**src/hdl/dtg_pkg.sv**
```systemverilog
`default_nettype none

package dtg_pkg;

  // character and slot geometry
  localparam int unsigned CharW       = 16;
  localparam int unsigned ByteW       = 8;
  localparam int unsigned PackedSlots = 4;
  localparam int unsigned SlotIdxW    = 2;
  localparam int unsigned CountW      = 3;
  localparam int unsigned AsciiLimit  = 128;

  // parameter defaults
  localparam int unsigned MaxDelimsDef = 4;
  localparam int unsigned MaxGroupsDef = 4;

  // job queue between front and back
  localparam int unsigned QDepth = 4;
  localparam int unsigned QAw    = $clog2(QDepth);

  // register port
  localparam int unsigned AddrW = 6;
  localparam int unsigned DataW = 64;

  typedef enum logic [2:0] {
    RegDelimChars = 3'd0,
    RegDelimCount = 3'd1,
    RegOpenChars  = 3'd2,
    RegCloseChars = 3'd3,
    RegGroupCount = 3'd4
  } dtg_reg_e;

  typedef struct packed {
    logic [CharW-1:0] char_code;
    logic             last_char;
  } dtg_in_t;

  typedef struct packed {
    logic [ByteW-1:0] out_byte;
    logic             byte_valid;
    logic             token_end;
    logic             last_of_run;
  } dtg_out_t;

  typedef struct packed {
    logic [CharW*PackedSlots-1:0] delim_chars;
    logic [CountW-1:0]            delim_count;
    logic [CharW*PackedSlots-1:0] open_chars;
    logic [CharW*PackedSlots-1:0] close_chars;
    logic [CountW-1:0]            group_count;
  } dtg_cfg_t;

  // one classified character: the results it causes, in emission order
  typedef struct packed {
    logic             end_pre;
    logic             hi_byte;
    logic             lo_byte;
    logic             end_post;
  } dtg_pieces_t;

  typedef struct packed {
    logic [CharW-1:0] char_code;
    dtg_pieces_t      pieces;
  } dtg_job_t;

endpackage

`default_nettype wire

```
**src/hdl/dtg_regs.sv**
```systemverilog
`default_nettype none

module dtg_regs (
  input  wire logic                      clk_i,
  input  wire logic                      rst_ni,
  input  wire logic                      psel,
  input  wire logic                      penable,
  input  wire logic                      pwrite,
  input  wire logic [dtg_pkg::AddrW-1:0] paddr,
  input  wire logic [dtg_pkg::DataW-1:0] pwdata,
  output logic      [dtg_pkg::DataW-1:0] prdata,
  output logic                           pready,
  output dtg_pkg::dtg_cfg_t              cfg_o
);
  import dtg_pkg::*;

  dtg_cfg_t cfg_q, cfg_d;
  logic     wr_en;
  dtg_reg_e reg_idx;

  assign pready  = 1'b1;
  assign wr_en   = psel && penable && pwrite;
  assign reg_idx = dtg_reg_e'(paddr[AddrW-1:3]);

  // register write decode
  always_comb begin
    cfg_d = cfg_q;
    if (wr_en) begin
      unique case (reg_idx)
        RegDelimChars: cfg_d.delim_chars = pwdata;
        RegDelimCount: cfg_d.delim_count = pwdata[CountW-1:0];
        RegOpenChars:  cfg_d.open_chars  = pwdata;
        RegCloseChars: cfg_d.close_chars = pwdata;
        RegGroupCount: cfg_d.group_count = pwdata[CountW-1:0];
        default: ;
      endcase
    end
  end

  always_ff @(posedge clk_i or negedge rst_ni) begin
    if (!rst_ni) begin
      cfg_q <= '0;
    end else begin
      cfg_q <= cfg_d;
    end
  end

  // register read mux
  always_comb begin
    prdata = '0;
    unique case (reg_idx)
      RegDelimChars: prdata = cfg_q.delim_chars;
      RegDelimCount: prdata = DataW'(cfg_q.delim_count);
      RegOpenChars:  prdata = cfg_q.open_chars;
      RegCloseChars: prdata = cfg_q.close_chars;
      RegGroupCount: prdata = DataW'(cfg_q.group_count);
      default:       prdata = '0;
    endcase
  end

  assign cfg_o = cfg_q;

endmodule

`default_nettype wire

```
**src/hdl/dtg_front.sv**
```systemverilog
`default_nettype none

module dtg_front #(
  parameter int unsigned MaxDelims = dtg_pkg::MaxDelimsDef,
  parameter int unsigned MaxGroups = dtg_pkg::MaxGroupsDef
) (
  input  wire logic              clk_i,
  input  wire logic              rst_ni,
  input  wire dtg_pkg::dtg_cfg_t cfg_i,
  input  wire logic              in_valid_i,
  output logic                   in_ready_o,
  input  wire dtg_pkg::dtg_in_t  in_data_i,
  input  wire logic              q_full_i,
  output logic                   q_push_o,
  output dtg_pkg::dtg_job_t      q_job_o
);
  import dtg_pkg::*;

  localparam int unsigned NumD = (MaxDelims < PackedSlots) ? MaxDelims : PackedSlots;
  localparam int unsigned NumG = (MaxGroups < PackedSlots) ? MaxGroups : PackedSlots;

  logic                inside_q, inside_d;
  logic [SlotIdxW-1:0] slot_q, slot_d;
  logic                after_delim_q, after_delim_d;
  logic                tok_q, tok_d;

  logic                accept;
  logic [CharW-1:0]    ch;
  logic                delim_hit;
  logic                open_hit;
  logic [SlotIdxW-1:0] open_idx;
  logic                is_close;
  logic                emit;
  dtg_pieces_t         pieces;

  assign ch         = in_data_i.char_code;
  assign in_ready_o = !q_full_i;
  assign accept     = in_valid_i && in_ready_o;

  // delimiter and group opener match, lowest slot in use wins
  always_comb begin
    delim_hit = 1'b0;
    open_hit  = 1'b0;
    open_idx  = '0;
    for (int i = 0; i < NumD; i++) begin
      if ((CountW'(i) < cfg_i.delim_count) && (cfg_i.delim_chars[i*CharW +: CharW] == ch)) begin
        delim_hit = 1'b1;
      end
    end
    for (int i = 0; i < NumG; i++) begin
      if (!open_hit && (CountW'(i) < cfg_i.group_count) &&
          (cfg_i.open_chars[i*CharW +: CharW] == ch)) begin
        open_hit = 1'b1;
        open_idx = SlotIdxW'(i);
      end
    end
  end

  // closer of the open pair
  assign is_close = (cfg_i.close_chars[{slot_q, 4'b0000} +: CharW] == ch);

  // classify the character and work out the next state
  always_comb begin
    inside_d      = inside_q;
    slot_d        = slot_q;
    after_delim_d = after_delim_q;
    tok_d         = tok_q;
    pieces        = '0;
    emit          = 1'b0;
    if (!inside_q) begin
      pieces.end_pre = delim_hit && !after_delim_q;
      after_delim_d  = delim_hit;
      if (pieces.end_pre) begin
        tok_d = 1'b0;
      end
      if (open_hit) begin
        inside_d      = 1'b1;
        slot_d        = open_idx;
        after_delim_d = 1'b1;
      end else begin
        emit = !delim_hit;
      end
    end else begin
      if (is_close) begin
        pieces.end_pre = 1'b1;
        tok_d          = 1'b0;
        inside_d       = 1'b0;
        slot_d         = '0;
      end else begin
        emit = 1'b1;
      end
    end
    if (emit) begin
      pieces.hi_byte = (ch >= CharW'(AsciiLimit));
      pieces.lo_byte = 1'b1;
      tok_d          = 1'b1;
    end
    // end of string: flush a token with bytes and start over
    if (in_data_i.last_char) begin
      pieces.end_post = tok_d;
      inside_d        = 1'b0;
      slot_d          = '0;
      after_delim_d   = 1'b0;
      tok_d           = 1'b0;
    end
  end

  always_ff @(posedge clk_i or negedge rst_ni) begin
    if (!rst_ni) begin
      inside_q      <= 1'b0;
      slot_q        <= '0;
      after_delim_q <= 1'b0;
      tok_q         <= 1'b0;
    end else if (accept) begin
      inside_q      <= inside_d;
      slot_q        <= slot_d;
      after_delim_q <= after_delim_d;
      tok_q         <= tok_d;
    end
  end

  // only characters with results go to the queue
  assign q_push_o          = accept && (pieces != '0);
  assign q_job_o.char_code = ch;
  assign q_job_o.pieces    = pieces;

endmodule

`default_nettype wire

```
**src/hdl/dtg_job_fifo.sv**
```systemverilog
`default_nettype none

module dtg_job_fifo (
  input  wire logic              clk_i,
  input  wire logic              rst_ni,
  input  wire logic              push_i,
  input  wire dtg_pkg::dtg_job_t push_job_i,
  output logic                   full_o,
  input  wire logic              pop_i,
  output dtg_pkg::dtg_job_t      head_o,
  output logic                   empty_o
);
  import dtg_pkg::*;

  dtg_job_t         mem_q [QDepth];
  logic [QAw-1:0]   wptr_q, rptr_q;
  logic [QAw:0]     count_q, count_d;

  assign full_o  = (count_q == (QAw+1)'(QDepth));
  assign empty_o = (count_q == '0);
  assign head_o  = mem_q[rptr_q];

  // occupancy
  always_comb begin
    count_d = count_q;
    unique case ({push_i, pop_i})
      2'b10:   count_d = count_q + 1'b1;
      2'b01:   count_d = count_q - 1'b1;
      default: count_d = count_q;
    endcase
  end

  always_ff @(posedge clk_i or negedge rst_ni) begin
    if (!rst_ni) begin
      wptr_q  <= '0;
      rptr_q  <= '0;
      count_q <= '0;
    end else begin
      count_q <= count_d;
      if (push_i) begin
        wptr_q <= wptr_q + 1'b1;
      end
      if (pop_i) begin
        rptr_q <= rptr_q + 1'b1;
      end
    end
  end

  // storage
  always_ff @(posedge clk_i) begin
    if (push_i) begin
      mem_q[wptr_q] <= push_job_i;
    end
  end

endmodule

`default_nettype wire

```
**src/hdl/dtg_back.sv**
```systemverilog
`default_nettype none

module dtg_back (
  input  wire logic              clk_i,
  input  wire logic              rst_ni,
  input  wire dtg_pkg::dtg_job_t head_i,
  input  wire logic              empty_i,
  output logic                   pop_o,
  output logic                   out_valid_o,
  input  wire logic              out_ready_i,
  output dtg_pkg::dtg_out_t      out_data_o
);
  import dtg_pkg::*;

  dtg_job_t    cur_q, cur_d;
  logic        ov_q, ov_d;
  dtg_out_t    out_q, out_d;

  logic        adv;
  logic        use_cur;
  dtg_job_t    src;
  dtg_pieces_t rem;

  assign adv     = !ov_q || out_ready_i;
  assign use_cur = (cur_q.pieces != '0);
  assign src     = use_cur ? cur_q : head_i;

  // send the earliest piece left in the current word
  always_comb begin
    cur_d = cur_q;
    ov_d  = ov_q;
    out_d = out_q;
    pop_o = 1'b0;
    rem   = src.pieces;
    if (adv) begin
      ov_d = 1'b0;
      if (use_cur || !empty_i) begin
        out_d = '0;
        priority if (src.pieces.end_pre) begin
          rem.end_pre     = 1'b0;
          out_d.token_end = 1'b1;
        end else if (src.pieces.hi_byte) begin
          rem.hi_byte      = 1'b0;
          out_d.out_byte   = src.char_code[CharW-1 -: ByteW];
          out_d.byte_valid = 1'b1;
        end else if (src.pieces.lo_byte) begin
          rem.lo_byte      = 1'b0;
          out_d.out_byte   = src.char_code[ByteW-1:0];
          out_d.byte_valid = 1'b1;
        end else begin
          rem.end_post    = 1'b0;
          out_d.token_end = 1'b1;
        end
        out_d.last_of_run = (rem == '0);
        cur_d.char_code   = src.char_code;
        cur_d.pieces      = rem;
        ov_d              = 1'b1;
        pop_o             = !use_cur;
      end
    end
  end

  always_ff @(posedge clk_i or negedge rst_ni) begin
    if (!rst_ni) begin
      cur_q <= '0;
      ov_q  <= 1'b0;
      out_q <= '0;
    end else begin
      cur_q <= cur_d;
      ov_q  <= ov_d;
      out_q <= out_d;
    end
  end

  assign out_valid_o = ov_q;
  assign out_data_o  = out_q;

endmodule

`default_nettype wire

```
**src/hdl/delimiter_tokenizer_with_groups.sv**
```systemverilog
`default_nettype none

// channel   direction  handshake                 word
// in        input      in_valid_i / in_ready_o   dtg_in_t  (char_code, last_char)
// out       output     out_valid_o / out_ready_i dtg_out_t (one token byte or token end)
// cfg       input      apb psel/penable/pwrite   64-bit registers at 8*index
//
// the front classifies one character per cycle while the queue has room and queues a
// job if it has results; the back sends one result per cycle while out_ready_i is high:
// one for an ascii character, two for a two-byte character, plus one per token end, so
// a character causes 0 to 3 results; the back's single output register sets the rate;
// a 4-deep job queue lets the front keep taking characters while a result waits
// reset clears the tokenizer state, the queue and the registers; no clearing pass

module delimiter_tokenizer_with_groups #(
  parameter int unsigned MAX_DELIMS = dtg_pkg::MaxDelimsDef,
  parameter int unsigned MAX_GROUPS = dtg_pkg::MaxGroupsDef
) (
  input  wire logic                      clk_i,
  input  wire logic                      rst_ni,
  input  wire logic                      in_valid_i,
  output logic                           in_ready_o,
  input  wire dtg_pkg::dtg_in_t          in_data_i,
  output logic                           out_valid_o,
  input  wire logic                      out_ready_i,
  output dtg_pkg::dtg_out_t              out_data_o,
  input  wire logic                      psel,
  input  wire logic                      penable,
  input  wire logic                      pwrite,
  input  wire logic [dtg_pkg::AddrW-1:0] paddr,
  input  wire logic [dtg_pkg::DataW-1:0] pwdata,
  output logic      [dtg_pkg::DataW-1:0] prdata,
  output logic                           pready
);
  import dtg_pkg::*;

  dtg_cfg_t cfg;
  logic     q_push, q_full, q_pop, q_empty;
  dtg_job_t q_job, q_head;

  // configuration registers
  dtg_regs u_regs (
    .clk_i   (clk_i),
    .rst_ni  (rst_ni),
    .psel    (psel),
    .penable (penable),
    .pwrite  (pwrite),
    .paddr   (paddr),
    .pwdata  (pwdata),
    .prdata  (prdata),
    .pready  (pready),
    .cfg_o   (cfg)
  );

  // classify characters
  dtg_front #(
    .MaxDelims (MAX_DELIMS),
    .MaxGroups (MAX_GROUPS)
  ) u_front (
    .clk_i      (clk_i),
    .rst_ni     (rst_ni),
    .cfg_i      (cfg),
    .in_valid_i (in_valid_i),
    .in_ready_o (in_ready_o),
    .in_data_i  (in_data_i),
    .q_full_i   (q_full),
    .q_push_o   (q_push),
    .q_job_o    (q_job)
  );

  // job queue
  dtg_job_fifo u_fifo (
    .clk_i      (clk_i),
    .rst_ni     (rst_ni),
    .push_i     (q_push),
    .push_job_i (q_job),
    .full_o     (q_full),
    .pop_i      (q_pop),
    .head_o     (q_head),
    .empty_o    (q_empty)
  );

  // serialize results
  dtg_back u_back (
    .clk_i       (clk_i),
    .rst_ni      (rst_ni),
    .head_i      (q_head),
    .empty_i     (q_empty),
    .pop_o       (q_pop),
    .out_valid_o (out_valid_o),
    .out_ready_i (out_ready_i),
    .out_data_o  (out_data_o)
  );

  // a result is a byte or a token end, never both
  assert property (@(posedge clk_i) disable iff (!rst_ni)
    out_valid_o |-> (out_data_o.byte_valid != out_data_o.token_end))
    else $error("result carries both or neither of byte and token end");

  // token ends carry a zero byte
  assert property (@(posedge clk_i) disable iff (!rst_ni)
    (out_valid_o && !out_data_o.byte_valid) |-> (out_data_o.out_byte == '0))
    else $error("token end with nonzero byte");

  // the back never takes from an empty queue
  assert property (@(posedge clk_i) disable iff (!rst_ni)
    q_pop |-> !q_empty)
    else $error("pop from empty job queue");

  // the front never pushes into a full queue
  assert property (@(posedge clk_i) disable iff (!rst_ni)
    q_push |-> !q_full)
    else $error("push into full job queue");

endmodule

`default_nettype wire

```
**config.mk**
```make
export PLATFORM = sky130hd
export DESIGN_NAME = delimiter_tokenizer_with_groups
export DESIGN_NICKNAME = d
export VERILOG_FILES = /design/src/hdl/dtg_pkg.sv /design/src/hdl/dtg_regs.sv /design/src/hdl/dtg_front.sv /design/src/hdl/dtg_job_fifo.sv /design/src/hdl/dtg_back.sv /design/src/hdl/delimiter_tokenizer_with_groups.sv
export SDC_FILE = /design/constraint.sdc
export NUM_CORES = 1
export LEC_CHECK = 0
export BUFFER_PORTS_ARGS = -buffer_cell sky130_fd_sc_hd__buf_2
export CORE_MARGIN = 2
export CORE_UTILIZATION = 38
export CTS_BUF_LIST = sky130_fd_sc_hd__clkbuf_16
export DETAILED_ROUTE_END_ITERATION = 10
export GPL_TIMING_DRIVEN = 0
export HOLD_SLACK_MARGIN = 0.12
export SLEW_MARGIN = 0
export SYNTH_ARGS = -nofsm -noshare
export SYNTH_HDL_FRONTEND = slang
export SYNTH_SLANG_ARGS = --single-unit
```
**constraint.sdc**
```tcl
create_clock -name clk_i -period 4.56 [get_ports clk_i]
set_clock_uncertainty 0.2 [all_clocks]
set_input_delay 0.228 -clock clk_i [delete_from_list [all_inputs] [get_ports clk_i]]
set_output_delay 0.228 -clock clk_i [all_outputs]
set_load 0.01 [all_outputs]
```
==> results.cfg <==
[finish]
layout_commonest_cell = mux2_2
final_cell_mix = mux2_2, dfrtp_1, buf_2
drive_gt1_share_pct = 34.8
final_cells = 2113
fill_cells = 3861
final-seq-area_um2 = 8430
area_growth_syn_to_layout_pct = 22.7
multi_input_area_um2 = 7440
final_nets = 1645

[sta]
holdWs_ps = 192
finalCritPeriodShare_pct = 95.5
finalCriticalPeriod_ps = 4350
fin_setup_tns_ps = 0
hold_viol_final = 0
setup_viol = 0
slew_violations = 0
fmax_mhz = 230
grt_setup_unrepaired = false
relSlewSlack_pct = 3.50
fin_ws_ps = 207
worst_pin_slew_ps = 1440

[clock_tree]
clk_latency_ps = 560
cts-resized-gates = 0
path_clk_slew_ps = 60
clockRootBuffer = clkbuf_16
cts_num_sinks = 321
numCtsBuffers = 37
h-tree-depth = 2
cts_tree = built
max-clock-path-buffers = 3

[setup_path]
start_kind = input pin
critPathTopFamily = buffers and inverters
crit_chain = dlygate4sd3_1 > buf_2 > buf_2 > xor2_1 > nor4_1 > nand4_1 > o22ai_1 > o41ai_2 > o31a_4 > inv_1 > ha_1 > inv_1 > fa_1 > xor2_1 > nor2_1 > xor2_1
critical_path_required_ps = 4830
critPathMaxFanout = 10
r2r_cells = 13
rrSetupSlack_ps = 650
path_class = input pin to register
worstPathArrival_ps = 4620
crit_cells = 16
worst_path_max_delay_cell = nor4_1
r2r_end = u_fifo.count_q[2]$_DFFE_PN0P_
cp_slowest_stage_delay_ps = 550
endpoint_kind = register
path_common_cell = xor2_1
crit-reg2reg-launch = u_regs.cfg_o[100]$_DFFE_PN0P_
crit_buf_inv = 5

[synth]
async_flop_share_pct = 75.1
synth_area_um2 = 16300
synth-compound-area-share_pct = 5.87
yosys.area.top_type = dfrtp_1
synth_mux_area_share_pct = 24.7
yosysSeqAreaShare_pct = 51.6
ys_ff_latch = 321
ys_warn_count = 0
synthTopCellsByArea = dfrtp_1, mux2_2, edfxtp_1, xor2_1, mux4_2
synth_nets = 1347
synth_xor_area_share_pct = 8.10
synth_top_flop_cell = dfrtp_1
synth.top_cell.area_share_pct = 36.9
synth_simple_gate_area_share_pct = 6.28
syn_area_per_cell_um2 = 13.1
synth-edff-count = 80
synthCells = 1247
synthAdderAreaFrac_pct = 0.567
synth_top_family_by_area = multiplexers
synth_cell_types = 56

[global_routing]
antenna_found_initial = 1
grt_pass1_vias = 12000
grt_pass1_wl_um = 78400
grt-ovfl-total = 0
grt_max_degree = 86
grt.total_usage_pct = 24.2

[pwr]
power_w = 0.00993
powerDensity_nw_per_um2 = 495
peakVddDrop_mv = 0.232
leakagePower_nw = 8.62
switching_share_pct = 32.6
internal-power_w = 0.00669
pwr-share-seq_pct = 41.8
power.switching_w = 0.00324
power_frac_comb_pct = 28.1
clkPwrFrac_pct = 30.1

[worst_hold_path]
whs_path_depth = 4
holdPathEnd = u_regs.cfg_o[0]$_DFFE_PN0P_
hp-start = penable
hold_class = input pin to register

[placement]
dp_hpwl_um = 38200
dp_slack_ps = 276
dp.cells = 1954
port-buffer-count = 165
place_congestion = 0.896

[floorplan]
dieArea_um2 = 44600
rows = 75
die_w_um = 211
core_area_um2 = 42200
start_util_pct = 38.7
io-pin-count = 172
fp.dieH_um = 211

[flow_run]
cap_violations = 0

[routing]
drt-initial-drc-count = 1069
drc = 0
drt_pre_antenna_iters = 5
wl_per_cell_um = 25.5
wirelength_um = 53800
drtAntennaViolNets = 0
num_vias = 11700
vias_per_cell = 5.55

[outcome]
outcome = complete, no violations
## repair_timing
action | CTS | global route
setup buffers | 0 | 0
hold buffers | 91 | 0
hold endpoints to repair | 431 | 0
## final cells by class
class | count | share of cell area [%]
clock inverters | 29 | 1.27
flip-flops and latches | 321 | 42.1
clock buffers | 38 | 4.74
repair buffers | 259 | 9.10
multi-input cells | 832 | 37.1
well taps | 539 | 3.37
inverters | 12 | 0.225
plain buffers | 82 | 2.10
diodes | 1 | 0.0125
## worst reg2reg max path: stages (launching register included)
cell and delay [ps]:
dfrtp_1 410, xor2_1 180, nor4_1 530, nand4_1 260, o22ai_1 430, o41ai_2 190
o31a_4 420, inv_1 120, ha_1 190, inv_1 70, fa_1 430, xor2_1 150
nor2_1 120, xor2_1 150
## routing by layer
layer | share of wire, % | up-vias | global-route usage (%)
li1 | - | 5152 | -
met3 | 6.5 | 127 | 4.20
met4 | 4.4 | 0 | 11.1
met2 | 47 | 463 | 38.8
met1 | 42 | 5995 | 32.3
met5 | 0 | - | 0
## kinds of logic (layout without fill, tap and decap cells)
group / count (synthesis) / after routing
xor gates and xnor gates: 151 / 151
muxes: 322 / 322
adders and majority gates: 7 / 7
buffers and inverters: 94 / 420
other: 1 / 2
DFF: 321 / 321
and+or+nand+nor: 213 / 213
AOI/OAI and AO/OA: 138 / 138
## power by group through the flow
stage | combinational (W) | sequential [W] | clock [W]
4_1_cts | 0.00281 | 0.00414 | 0.00304
3_5_place_dp | 0.00273 | 0.00419 | 0
3_3_place_gp | 0.00267 | 0.00416 | 0
2_1_floorplan | 0.00194 | 0.00398 | 0
5_1_grt | 0.00305 | 0.00421 | 0.00315
6_report | 0.00279 | 0.00415 | 0.00299
## per-stage QoR
step,utilization [%],area (um2)
2_1_floorplan,-,16300
3_3_place_gp,42.2,17800
3_5_place_dp,42.4,17900
4_1_cts,47.5,20000
5_1_grt,47.5,20000
6_report,47.5,20000
## sequential cells by signal (all words and copies together), names as in the netlist, 2 cells and up
name	count
u_fifo.count_q	3
u_back.out_data_o	11
u_regs.cfg_o	198
u_back.cur_q	19
u_fifo.wptr_q	2
u_fifo.mem_q	80
u_front.slot_q	2
u_fifo.rptr_q	2
## cells in the mapped netlist, drive strengths merged, types with 2 or more instances
master,count
o21a,8
mux4,35
mux2i,24
and2,8
a21o,2
ha,5
o21ai,30
nand4,13
xor2,107
nor2,77
edfxtp,80
or3,9
nand2,49
mux2,263
inv,12
a22oi,61
or4,2
a21oi,15
nand2b,5
o31ai,3
nor4bb,2
a31oi,2
a2bb2oi,3
nor4,23
dfrtp,241
buf,27
o22ai,6
nor3,14
nand3,9
xnor2,44
clkbuf,55
## worst max-delay path by stage
stage	from	to	slack [ps]
CTS	in_data_i[12]	u_fifo.count_q[2]$_DFFE_PN0P_	310
global route	in_data_i[8]	u_fifo.count_q[2]$_DFFE_PN0P_	100
global placement	rst_ni	u_regs.cfg_o[106]$_DFFE_PN0P_	-1530
floorplan	u_front.slot_q[0]$_DFFE_PN0P_	u_fifo.count_q[2]$_DFFE_PN0P_	1270
detailed placement	in_data_i[12]	u_fifo.count_q[2]$_DFFE_PN0P_	280
finish	in_data_i[12]	u_fifo.count_q[2]$_DFFE_PN0P_	210
Note: power is estimated with default switching activity, not from simulation.
